[config.mk]
export PLATFORM = sky130hd
export DESIGN_NAME = tcce_front
export DESIGN_NICKNAME = d
export VERILOG_FILES = /design/src/tcce_pkg.sv /design/src/tcce_front.sv
export SDC_FILE = /design/constraint.sdc
export NUM_CORES = 1
export LEC_CHECK = 0
export ABC_CLOCK_PERIOD_IN_PS = 3300
export BUFFER_PORTS_ARGS = -buffer_cell sky130_fd_sc_hd__buf_2
export CORE_MARGIN = 2
export CORE_UTILIZATION = 50
export DETAILED_ROUTE_END_ITERATION = 10
export PLACE_DENSITY = 0.86
export SYNTH_ARGS = -nofsm -noshare
export SYNTH_HDL_FRONTEND = slang
export SYNTH_SLANG_ARGS = --single-unit
[constraint.sdc]
create_clock -name clock -period 3.3 [get_ports clock]
set_clock_uncertainty 0.1 [all_clocks]
set_input_delay 0.495 -clock clock [delete_from_list [all_inputs] [get_ports clock]]
set_output_delay 0.495 -clock clock [all_outputs]
set_load 0.005 [all_outputs]
[src/tcce_pkg.sv]
// Shared widths, codes and types of the text console cursor engine.
`default_nettype none

package tcce_pkg;

   localparam int COL_W       = 7;
   localparam int ROW_W       = 5;
   localparam int CHAR_W      = 8;
   localparam int ATTR_W      = 8;
   localparam int CELL_W      = 16;
   localparam int INDEX_W     = 11;
   localparam int OPC_W       = 2;
   localparam int KIND_W      = 3;
   localparam int CSR_DATA_W  = 8;
   localparam int CSR_INDEX_W = 1;

   // command queue depth, a power of two so that the pointers wrap by themselves
   localparam int QUEUE_DEPTH = 2;

   localparam logic [OPC_W-1:0] OP_PUT_BYTE = 2'd0;
   localparam logic [OPC_W-1:0] OP_MOVE     = 2'd1;
   localparam logic [OPC_W-1:0] OP_RESTORE  = 2'd2;
   localparam logic [OPC_W-1:0] OP_READ     = 2'd3;

   localparam logic [CSR_INDEX_W-1:0] CSR_TEXT_ATTRIBUTE = 1'b0;
   localparam logic [CSR_INDEX_W-1:0] CSR_START_ROW      = 1'b1;

   localparam logic [CHAR_W-1:0] BYTE_NUL = 8'h00;
   localparam logic [CHAR_W-1:0] BYTE_BS  = 8'h08;
   localparam logic [CHAR_W-1:0] BYTE_LF  = 8'h0A;
   localparam logic [CHAR_W-1:0] BYTE_CR  = 8'h0D;

   localparam logic [CELL_W-1:0] BLANK_CELL = 16'h0720;
   localparam logic [ATTR_W-1:0] ATTR_RESET = 8'h07;

   localparam logic [KIND_W-1:0] KIND_NOP     = 3'd0;
   localparam logic [KIND_W-1:0] KIND_CR      = 3'd1;
   localparam logic [KIND_W-1:0] KIND_LF      = 3'd2;
   localparam logic [KIND_W-1:0] KIND_BS      = 3'd3;
   localparam logic [KIND_W-1:0] KIND_PRINT   = 3'd4;
   localparam logic [KIND_W-1:0] KIND_MOVE    = 3'd5;
   localparam logic [KIND_W-1:0] KIND_RESTORE = 3'd6;
   localparam logic [KIND_W-1:0] KIND_READ    = 3'd7;

   typedef struct packed {
      logic [KIND_W-1:0]  kind;
      logic [CHAR_W-1:0]  char_code;
      logic [COL_W-1:0]   target_col;
      logic [ROW_W-1:0]   target_row;
      logic [INDEX_W-1:0] cell_index;
      logic               in_range;
   } cmd_type;

   typedef struct packed {
      logic pop;
      logic clearing;
   } back_status_type;

endpackage

`default_nettype wire

[src/tcce_front.sv]
// Front end: accepts request words, classifies them and queues commands.
`default_nettype none

module tcce_front #(
   parameter int NUM_COLUMNS = 80,
   parameter int NUM_ROWS    = 25
) (
   input  wire logic                              clock,
   input  wire logic                              reset,
   input  wire logic                              req_valid,
   output logic                                   req_stall,
   input  wire logic [tcce_pkg::OPC_W-1:0]        req_opcode,
   input  wire logic [tcce_pkg::CHAR_W-1:0]       req_char_code,
   input  wire logic [tcce_pkg::COL_W-1:0]        req_target_col,
   input  wire logic [tcce_pkg::ROW_W-1:0]        req_target_row,
   input  wire logic [tcce_pkg::INDEX_W-1:0]      req_cell_index,
   output logic                                   cmd_valid,
   output tcce_pkg::cmd_type                      cmd,
   input  tcce_pkg::back_status_type              status
);

   import tcce_pkg::*;

   localparam int GridCells = NUM_COLUMNS * NUM_ROWS;
   localparam int PtrW      = $clog2(QUEUE_DEPTH);
   localparam int CntW      = $clog2(QUEUE_DEPTH + 1);

   cmd_type           q_ff [QUEUE_DEPTH];
   logic [PtrW-1:0]   wr_ptr_ff, wr_ptr_in;
   logic [PtrW-1:0]   rd_ptr_ff, rd_ptr_in;
   logic [CntW-1:0]   count_ff, count_in;
   cmd_type           cls;
   logic              push;
   logic              full;

   // decode the request into a command for the back end
   always_comb begin
      cls            = '0;
      cls.kind       = KIND_NOP;
      cls.char_code  = req_char_code;
      cls.target_col = req_target_col;
      cls.target_row = req_target_row;
      cls.cell_index = req_cell_index;
      unique case (req_opcode)
         OP_PUT_BYTE: begin
            unique case (req_char_code)
               BYTE_LF:  cls.kind = KIND_LF;
               BYTE_CR:  cls.kind = KIND_CR;
               BYTE_BS:  cls.kind = KIND_BS;
               BYTE_NUL: cls.kind = KIND_NOP;
               default:  cls.kind = KIND_PRINT;
            endcase
         end
         OP_MOVE: begin
            cls.kind     = KIND_MOVE;
            cls.in_range = (32'(req_target_col) < NUM_COLUMNS) &&
                           (32'(req_target_row) < NUM_ROWS);
         end
         OP_RESTORE: begin
            cls.kind = KIND_RESTORE;
         end
         OP_READ: begin
            cls.kind     = KIND_READ;
            cls.in_range = 32'(req_cell_index) < GridCells;
         end
      endcase
   end

   assign full      = count_ff == CntW'(QUEUE_DEPTH);
   assign req_stall = status.clearing || full;
   assign push      = req_valid && !req_stall;
   assign cmd_valid = count_ff != '0;
   assign cmd       = q_ff[rd_ptr_ff];

   always_comb begin
      wr_ptr_in = wr_ptr_ff;
      rd_ptr_in = rd_ptr_ff;
      count_in  = count_ff;
      if (push) begin
         wr_ptr_in = wr_ptr_ff + PtrW'(1);
      end
      if (status.pop) begin
         rd_ptr_in = rd_ptr_ff + PtrW'(1);
      end
      if (push && !status.pop) begin
         count_in = count_ff + CntW'(1);
      end else if (!push && status.pop) begin
         count_in = count_ff - CntW'(1);
      end
   end

   always_ff @(posedge clock) begin
      if (reset) begin
         wr_ptr_ff <= '0;
         rd_ptr_ff <= '0;
         count_ff  <= '0;
      end else begin
         wr_ptr_ff <= wr_ptr_in;
         rd_ptr_ff <= rd_ptr_in;
         count_ff  <= count_in;
      end
   end

   always_ff @(posedge clock) begin
      if (push) begin
         q_ff[wr_ptr_ff] <= cls;
      end
   end

   a_no_overflow: assert property (@(posedge clock) disable iff (reset)
      full |=> !(count_ff > CntW'(QUEUE_DEPTH)))
      else $error("command queue overflow");

   a_pop_nonempty: assert property (@(posedge clock) disable iff (reset)
      status.pop |-> cmd_valid)
      else $error("pop from empty command queue");

   a_clear_empty: assert property (@(posedge clock) disable iff (reset)
      status.clearing |-> !push)
      else $error("word taken during clearing pass");

endmodule

`default_nettype wire

After elaboration in Yosys (flattened, before gate mapping)
Memory sizes are Yosys's and may differ from the RTL's. A register that Yosys moved wholly into a read port is not among the register bits. Cells that the tools add are included.

Register bits: 4. RAM bits: 70. Output and inout bits: 37. Memories: 1.

Add/subtract/negate cells: 4. $lt $le $gt $ge: 3. Eq/ne operators: 7. Muxes and demuxes: 9. Reduce and logical (&&, ||, !) cells: 12.

Memories: q_ff (words 2, width 35, read ports 1, clocked after memory_dff 1, wr ports 1, line tcce_front.sv:28) `cmd_type q_ff [QUEUE_DEPTH];`.

Operator list (count): $eq 8x4->1 const B (3); $pmux 3 s4 (2); $lt 11x11->1 const B (1); $logic_not 8->1 (1); $lt 7x7->1 const B (1); $eq 2x2->1 const B (3); $lt 5x5->1 const B (1); $logic_and 1x1->1 (4); $mux 1 (4); $mux 2 (2); $reduce_bool 2->1 (2); $logic_not 1->1 (3); $add 1x1->1 const B (2); $add 2x1->2 const B (1); $eq 2x1->1 const B (1); $logic_not 2->1 (1); $pmux 1 s2 (1); $sub 2x1->2 const B (1); $logic_or 1x1->1 (1).

Logic depth before layout (Yosys ltp)
Gate-level depths: netlist (run 1).

Word-level depth: 8. Gate-level depth with buffers: 6.

Worst setup path before layout (run 1)
No wires, ideal clock.

Path type: input to register. From: input port status[0] in the netlist's numbering. To: memory q_ff[0][0] in the netlist's numbering, enable pin. Data arrival time: 2363 ps. Required time: 2769 ps. Slack: 406 ps. Cell stages on the path: 2. Path buffers: 0. Cell sequence: nor3b_2 -> nor2b_1.

Cells in the longest elaborated chain, start to end: 5.

RTL lines: start, declared (line tcce_front.sv:19) `input tcce_pkg::back_status_type status`; $logic_or 1x1->1 (line tcce_front.sv:70) `assign req_stall = status.clearing || full;`; $logic_not 1->1 (line tcce_front.sv:71) `assign push = req_valid && !req_stall;`; $logic_and 1x1->1 (line tcce_front.sv:71); $mux 1 (line tcce_front.sv:105) `if (push) begin`; $mux 1 (not written as such) (line tcce_front.sv:106) `q_ff[wr_ptr_ff] <= cls;`; end, declared (line tcce_front.sv:28).

No other way between the ends.

==> results.yml, run 1 <==
outcome:
  status: "complete, no violations"
setup_path:
  path_cells: "buf_4, mux2_2, buf_2"
  crit_family: "buffers and inverters"
  r2r_slack_ps: 1310
  slowest_delay_ps: 410
  crit_fanout: 35
  worstPathRequired_ps: 2700
  reg2reg_from: "count_ff[1]$_SDFFE_PP0P_"
  crit_type: "flip-flop to output pin"
  crit_buf_inv: 2
  cpMaxStageDelayCell: "mux2_2"
  timing.rr.end: "q_ff[1][10]$_DFFE_PP_"
  critical_path.endpoint_type: "output pin"
  critPathArrivalTime_ps: 1580
  ff2ff_path_depth: 3
  startpoint_type: "flip-flop"
layout:
  fillCellCount: 427
  nets: 277
  final_util: 0.631
  synthToLayoutAreaGrowth_pct: 21.4
  drive_gt1_frac: 0.550
power_and_ir_drop:
  cellPowerDensity_mw_per_mm2: 539
  swShare: 0.220
  power_mw: 1.88
  vdd_drop_max_uv: 287
  clock_power_share: 0.294
  p_seq_frac: 0.588
  p_int_mw: 1.47
  p_sw_mw: 0.415
  comb_power_share: 0.117
  p_leak_nw: 1.31
clock_network:
  clock_sinks: 75
  clk_latency_ps: 320
  path_clk_slew_ps: 70
  cts_setup_buffers: 0
  ctsResizeCount: 0
  htree_levels: 3
  cts_buffers: 9
  cts_hold_buf: 0
  clockBufferDepth: 2
  cts_tree: "yes"
  clockRootBuffer: "clkbuf_8"
worst_hold_path:
  min_from: "req_cell_index[3]"
  hold_class: "input port to flip-flop"
  whs_endpoint: "q_ff[1][4]$_DFFE_PP_"
  hold_depth: 1
sta:
  finalHoldViolCount: 0
  rsz0062_at_grt: "false"
  max_freq_mhz: 460
  min_period_ps: 2170
  setup_violations: 0
  hold-worst-slack_ps: 257
  finalSetupTns_ps: 0
  worst_slew_pin_slew_ps: 846
  drv_slew: 0
  period_share: 0.658
  max_slew_margin: 0.436
logic_synthesis:
  synth_cell_types: 27
  async_flop_share: 0
  muxShareOfSynthArea: 0.141
  synthSimpleGateAreaFrac: 0.0543
  synth_xor_area_frac: 0.00912
  synth-compound-area-share: 0.0191
  ys_warn_count: 0
  ys_seq_elements: 75
  syn_area_mm2: 0.00288
  synthAdderAreaFrac: 0.00434
  seq_area_frac_synth: 0.764
  synth_nets: 194
  synth_flop_cell: "edfxtp_1"
  avgSynthCellArea_um2: 18.6
  synth_edf_count: 70
  synth_top_family_by_area: "multiplexers"
  synth_cells: 155
floorplan:
  die-area_mm2: 0.00639
  io_pins: 75
  start_util: 0.520
  rows: 27
  coreArea_mm2: 0.00554
  die_w_um: 79.9
  fp.dieH_um: 79.9
drt:
  vias_per_cell: 5.20
  drt_iter0_markers: 84
  drt.antenna.violating_nets: 0
  wirelength_um: 5130
  vias: 1638
  drc_errors: 0
  wl_per_cell_um: 16.3
  dr.pass1.iters: 4
global_route:
  grt_pass1_vias: 1710
  grt.overflow.total: 0
  grt_pass1_wl_um: 7760
  grt_max_degree: 36
  antenna_found_initial: 1
  grtUsageTotal: 0.165
placed_design:
  gp_congestion: 0.782
  hpwl_um: 3480
  io_buffers: 74
run:
  cap_violations: 0
cell usage after synthesis, types with 2 or more instances:
library cell / count / area share
edfxtp_1: 70 / 0.73
nor3_1: 2 / 0.0035
dfxtp_1: 5 / 0.035
nor2_1: 7 / 0.0091
buf_2: 4 / 0.0069
nand2b_1: 2 / 0.0043
or2_2: 3 / 0.0065
xor2_1: 2 / 0.0061
nor2b_1: 4 / 0.0087
mux2_2: 36 / 0.14
nand2_1: 3 / 0.0039
a21oi_1: 2 / 0.0035
final cells by class:
| type | count | area, um2 | area share |
|---|---|---|---|
| flip-flops and latches | 75 | 2200 | 0.629 |
| multi-input cells | 75 | 664 | 0.190 |
| repair buffers | 76 | 385 | 0.110 |
| clock buffers | 11 | 131 | 0.0376 |
| well taps | 72 | 90.1 | 0.0258 |
| clock inverters | 4 | 18.8 | 0.00536 |
| inverters | 1 | 3.75 | 0.00107 |
| diodes | 1 | 2.50 | 0.000715 |
sequential cells by signal, indices dropped and copies added, names as in the netlist, named ones only:
register,flops
q_ff,70
count_ff,2
rd_ptr_ff,1
wr_ptr_ff,1
power groups by stage:
stage | clock (mW) | combinational, mW | sequential, mW
detailed placement | 0 | 0.224 | 1.13
global placement | 0 | 0.219 | 1.13
finish | 0.555 | 0.221 | 1.11
global route | 0.596 | 0.244 | 1.11
floorplan | 0 | 0.123 | 1.13
CTS | 0.566 | 0.226 | 1.11
placed cells by master, fill, tap and decap left out, types with 3 or more instances in the layout:
| master | netlist | routed |
|---|---|---|
| clkinv_2 | 0 | 3 |
| nand2_1 | 3 | 3 |
| clkbuf_8 | 0 | 9 |
| buf_2 | 4 | 74 |
| dfxtp_1 | 5 | 5 |
| nor2_1 | 7 | 7 |
| nor2b_1 | 4 | 3 |
| edfxtp_1 | 70 | 70 |
| or2_2 | 3 | 3 |
| mux2_2 | 36 | 36 |
routing by layer:
metal	vias to the layer above	share of wire	GRT usage	wire (um)
met5	-	0	0	0
met4	0	0.015	0.0780	76
met3	8	0.051	0.0419	259
met2	52	0.54	0.297	2760
met1	811	0.40	0.181	2030
li1	767	-	-	-
logic make-up (layout without fill, tap and decap cells):
| kind of cell | after synthesis | after routing |
|---|---|---|
| AND/OR/NAND/NOR | 27 | 27 |
| flip-flops | 75 | 75 |
| buffers and inverters | 5 | 92 |
| adder cells (fa/ha/maj) | 1 | 1 |
| other | 0 | 1 |
| multiplexers | 36 | 36 |
| XOR/XNOR | 3 | 3 |
| AO/OA/AOI/OAI | 8 | 8 |
per-stage QoR:
step / instances / cell area, um2 / setup slack [ps]
after CTS: 314 / 3500 / 1090
after global placement: 299 / 3350 / 1180
after detailed placement: 299 / 3350 / 1140
final: 315 / 3500 / 1130
after floorplan: 155 / 2880 / 406
after global routing: 315 / 3500 / 1060
worst max-delay path by stage:
stage,startpoint,cells after the start,endpoint,slack [ps]
floorplan,status[0],2,q_ff[0][0]$_DFFE_PP_,410
global placement,status[0],3,q_ff[1][11]$_DFFE_PP_,1180
detailed placement,status[0],3,q_ff[1][8]$_DFFE_PP_,1140
CTS,flip-flop,3,cmd[32],1090
global route,flip-flop,3,cmd[32],1060
finish,flip-flop,3,cmd[32],1130
Note: power is estimated with default switching activity, not from simulation.
==> run 2: changes to the inputs <==
Settings changed: ABC_CLOCK_PERIOD_IN_PS 3300 to 2050.
Clock period 3.3 ns to 2.05 ns, I/O delays scaled along.
==> run 2 against run 1 <==
  * Routed wire length fell by 4.0%
  * Critical path depth unchanged
  * Core utilization rose by 0.95 points
  * Power rose by 63%
  * Non-clock buffer count increased by 3
  * Combinational power rose by 68%
  * Final area up 1.5%
  * Setup slack worse by 900 ps
  * Sequential cell count is the same
  * Critical path type unchanged
  * Largest power group unchanged
==> results.yml, run 2 (same netlist as run 1, synthesis figures left out) <==
layout:
  drive_gt1_frac: 0.559
  final_common_cell: "buf_2"
  mostFrequentLayoutCells: "74 x buf_2, 70 x edfxtp_1, 36 x mux2_2"
  nets: 280
  diodes: 0
  synthToLayoutAreaGrowth_pct: 23.2
  fillCellCount: 409
  regMostFlops: "q_ff"
  fin_cells: 317
  largest_reg_flops: 70
  top_regs: "q_ff x70, count_ff x2"
setup_path:
  startpoint_type: "flip-flop"
  ff2ff_path_depth: 5
  critical_path.endpoint_type: "output pin"
  reg2reg_from: "count_ff[0]$_SDFFE_PP0P_"
  crit_fanout: 35
  critPathArrivalTime_ps: 1420
  worstPathRequired_ps: 1640
  crit_type: "flip-flop to output pin"
clock_network:
  cts_setup_buffers: 0
  cts_buffers: 9
  clockBufferDepth: 2
  ctsResizeCount: 0
  clk_latency_ps: 330
  cts_tree: "yes"
  clock_sinks: 75
  clockRootBuffer: "clkbuf_8"
  cts_hold_buf: 0
  htree_levels: 3
  path_clk_slew_ps: 80
placed_design:
  dp.cells: 302
  gp_congestion: 0.695
  io_buffers: 74
  hpwl_um: 3370
outcome:
  status: "complete, no violations"
worst_hold_path:
  min_from: "req_cell_index[3]"
  hold_class: "input port to flip-flop"
  hold_depth: 1
drt:
  vias: 1606
  drt_iter0_markers: 33
  dr.pass1.iters: 4
  wl_per_cell_um: 15.5
  drt.antenna.violating_nets: 0
  drc_errors: 0
  wirelength_um: 4920
  vias_per_cell: 5.07
sta:
  drv_slew: 0
  worst_slew_pin_slew_ps: 302
  min_period_ps: 1820
  period_share: 0.889
  finalSetupTns_ps: 0
  finalHoldViolCount: 0
  max_freq_mhz: 548
  setup_violations: 0
  max_slew_margin: 0.798
  rsz0062_at_grt: "false"
global_route:
  antenna_found_initial: 0
  grtUsageTotal: 0.164
  grt.overflow.total: 0
  grt_max_degree: 36
  grt_pass1_vias: 1634
  grt_pass1_wl_um: 7590
power_and_ir_drop:
  p_sw_mw: 0.692
  swShare: 0.225
  clock_power_share: 0.298
  p_seq_frac: 0.581
  comb_power_share: 0.121
  vdd_drop_max_uv: 538
  p_leak_nw: 1.33
  cellPowerDensity_mw_per_mm2: 864
  p_int_mw: 2.38
run:
  cap_violations: 0
floorplan:
  fp.dieH_um: 79.9
  die_w_um: 79.9
  rows: 27
  start_util: 0.520
  coreArea_mm2: 0.00554
  die-area_mm2: 0.00639
  io_pins: 75
## run 2: layout make-up
class	count	area (um2)	share of cell area
Sequential cell	75	2200	0.620
Multi-Input combinational cell	75	664	0.187
Timing Repair Buffer	79	433	0.122
Clock buffer	9	124	0.0349
Tap cell	72	90.1	0.0254
Clock inverter	6	33.8	0.00951
Inverter	1	3.75	0.00106
## run 2: worst paths after layout
check	to	slack (ps)
min reg2reg	count_ff[1]$_SDFFE_PP0P_	400
max reg2reg	count_ff[1]$_SDFFE_PP0P_	280
max	cmd[7]	230
min	q_ff[1][4]$_DFFE_PP_	60
## run 2: routing by layer
layer	wire (um)	track usage	vias up	share of wire
li1	-	-	775	-
met1	2000	0.187	767	0.41
met2	2530	0.288	55	0.51
met3	286	0.0385	9	0.058
met4	101	0.0814	0	0.021
met5	0	0	-	0
## run 2: critical path: stages, from the launching register on
cell and delay (ps):
dfxtp_1 350, buf_12 230, mux2_2 370, buf_2 130
## run 2: power by group through the flow
| stage | registers [mW] | logic [mW] | clock network (mW) |
|---|---|---|---|
| final | 1.78 | 0.371 | 0.915 |
| after global placement | 1.81 | 0.368 | 0 |
| after detailed placement | 1.82 | 0.376 | 0 |
| after floorplan | 1.81 | 0.201 | 0 |
| after global routing | 1.79 | 0.407 | 0.999 |
| after CTS | 1.78 | 0.380 | 0.943 |
## run 2: stage by stage
step           setup slack (ps)  area (um2)  total power, mW  hold slack, ps  utilization
2_1_floorplan               251        2890             2.01             277            -
3_3_place_gp                385        3390             2.18             376        0.612
3_5_place_dp                299        3390             2.19             391        0.612
4_1_cts                     182        3550             3.11            43.2        0.641
5_1_grt                     136        3550             3.20            41.2        0.641
6_report                    227        3550             3.07            61.0        0.641
==> run 3: changes to the inputs <==
Settings changed: PLACE_DENSITY 0.86 to 0.74.
==> run 3 against run 2 <==
  * Register-to-register slack improved by 20 ps
  * Clock power decreased by 2.3%
  * Power is 0.73% lower
  * Via count shrank 1.3%
  * Combinational power about the same
  * Critical path depth unchanged
  * Setup slack got worse by 17 ps
  * Routed wire length decreased by 0.39%
  * Largest cell class unchanged
  * Largest power group unchanged
  * Highest routed layer unchanged
==> results.yml, run 3 (same netlist as run 1, synthesis figures left out) <==
placed_design:
  io_buffers: 74
  place_area_mm2: 0.00339
  dp_slack_ps: 286
  gp_congestion: 0.770
  hpwl_um: 3290
  dp.cells: 301
run:
  cap_violations: 0
drt:
  met1Wirelength_um: 2040
  vias: 1585
  dr_wl_met3_um: 262
  dr.pass1.iters: 4
  wl_met2_um: 2530
  drt_iter0_markers: 93
  wl_per_cell_um: 15.5
  vias_per_cell: 5.00
  drt.antenna.violating_nets: 0
  drc_errors: 0
  top_layer: "met4"
  wirelength_um: 4900
global_route:
  grt_pass1_wl_um: 7450
  grt.overflow.total: 0
  grt_pass1_vias: 1621
  antenna_found_initial: 0
  grtUsageTotal: 0.160
  grt_max_degree: 36
floorplan:
  fp.dieH_um: 79.9
  io_pins: 75
  coreArea_mm2: 0.00554
  die-area_mm2: 0.00639
  die_w_um: 79.9
  start_util: 0.520
  rows: 27
sta:
  finalHoldViolCount: 0
  min_period_ps: 1840
  setup_violations: 0
  hold-worst-slack_ps: 68.2
  drv_slew: 0
  worst_slew_pin_slew_ps: 287
  max_freq_mhz: 543
  worst_slack_ps: 209
  max_slew_margin: 0.808
  rsz0062_at_grt: "false"
  period_share: 0.898
  finalSetupTns_ps: 0
setup_path:
  critical_path.endpoint_type: "output pin"
  r2r_slack_ps: 300
  worstPathRequired_ps: 1640
  crit_fanout: 35
  slowest_delay_ps: 370
  startpoint_type: "flip-flop"
  crit_type: "flip-flop to output pin"
  crit_family: "multiplexers"
  cpMaxStageDelayCell: "mux2_2"
  crit_buf_inv: 2
  path_cells: "buf_12, mux2_2, buf_2"
  critPathArrivalTime_ps: 1430
clock_network:
  cts_buffers: 9
  htree_levels: 3
  cts_tree: "yes"
  cts_hold_buf: 0
  cts_setup_buffers: 0
  path_clk_slew_ps: 70
  clockRootBuffer: "clkbuf_8"
  clock_sinks: 75
  clockBufferDepth: 2
  ctsResizeCount: 0
  clk_latency_ps: 330
layout:
  drive_gt1_frac: 0.547
  largest_reg_flops: 70
  design_area_mm2: 0.00354
  regMostFlops: "q_ff"
  multi_input_area_um2: 664
  final_util: 0.639
  synthToLayoutAreaGrowth_pct: 22.8
  fillCellCount: 429
  final_common_cell: "buf_2"
  nets: 279
  diodes: 0
  register_area_mm2: 0.00220
  top_regs: "q_ff x70, count_ff x2"
  mostFrequentLayoutCells: "74 x buf_2, 70 x edfxtp_1, 36 x mux2_2"
  fin_cells: 317
power_and_ir_drop:
  power_mw: 3.05
  vdd_drop_max_uv: 628
  cellPowerDensity_mw_per_mm2: 861
  p_leak_nw: 1.32
worst_hold_path:
  hold_class: "input port to flip-flop"
outcome:
  status: "complete, no violations"
[run 3: cell types whose count changed in the layout (fill, tap and decap cells not counted), sizes merged]
cell / before / now
clkbuf: 9 / 12
buf: 79 / 78
clkinvlp: 1 / 0
clkinv: 5 / 4
[run 3: worst paths after layout]
check	startpoint	to	cells past startpoint
worst min register to register	count_ff[1]$_SDFFE_PP0P_	count_ff[1]$_SDFFE_PP0P_	2
worst min-delay path	req_cell_index[3]	q_ff[1][4]$_DFFE_PP_	1
worst max-delay path	flip-flop	cmd[33]	3
worst max register to register	count_ff[1]$_SDFFE_PP0P_	count_ff[1]$_SDFFE_PP0P_	5
[run 3: layout make-up]
cell class | count | area share
clock inverter | 4 | 0.00495
clock buffer | 12 | 0.0382
multi-input combinational | 75 | 0.188
sequential | 75 | 0.622
tap | 72 | 0.0255
timing repair buffer | 78 | 0.120
inverter | 1 | 0.00106
[run 3: where the power goes]
part,internal [mW],switching (mW),leakage (nW)
logic,0.195,0.175,0.561
registers,1.76,0.0241,0.682
clock network,0.429,0.465,0.0792
[run 3: worst register-to-register path, delay by kind of cell, from the launching register on]
kind                       cells  cell delay [ps]
AOI/OAI and AO/OA              1              150
adders and majority gates      1              320
DFF                            1              330
and+or+nand+nor                3              780
[run 3: layer usage]
metal	up-vias	global-route usage
met5	-	0
met4	0	0.0814
met3	7	0.0419
met2	44	0.267
met1	765	0.193
li1	769	-
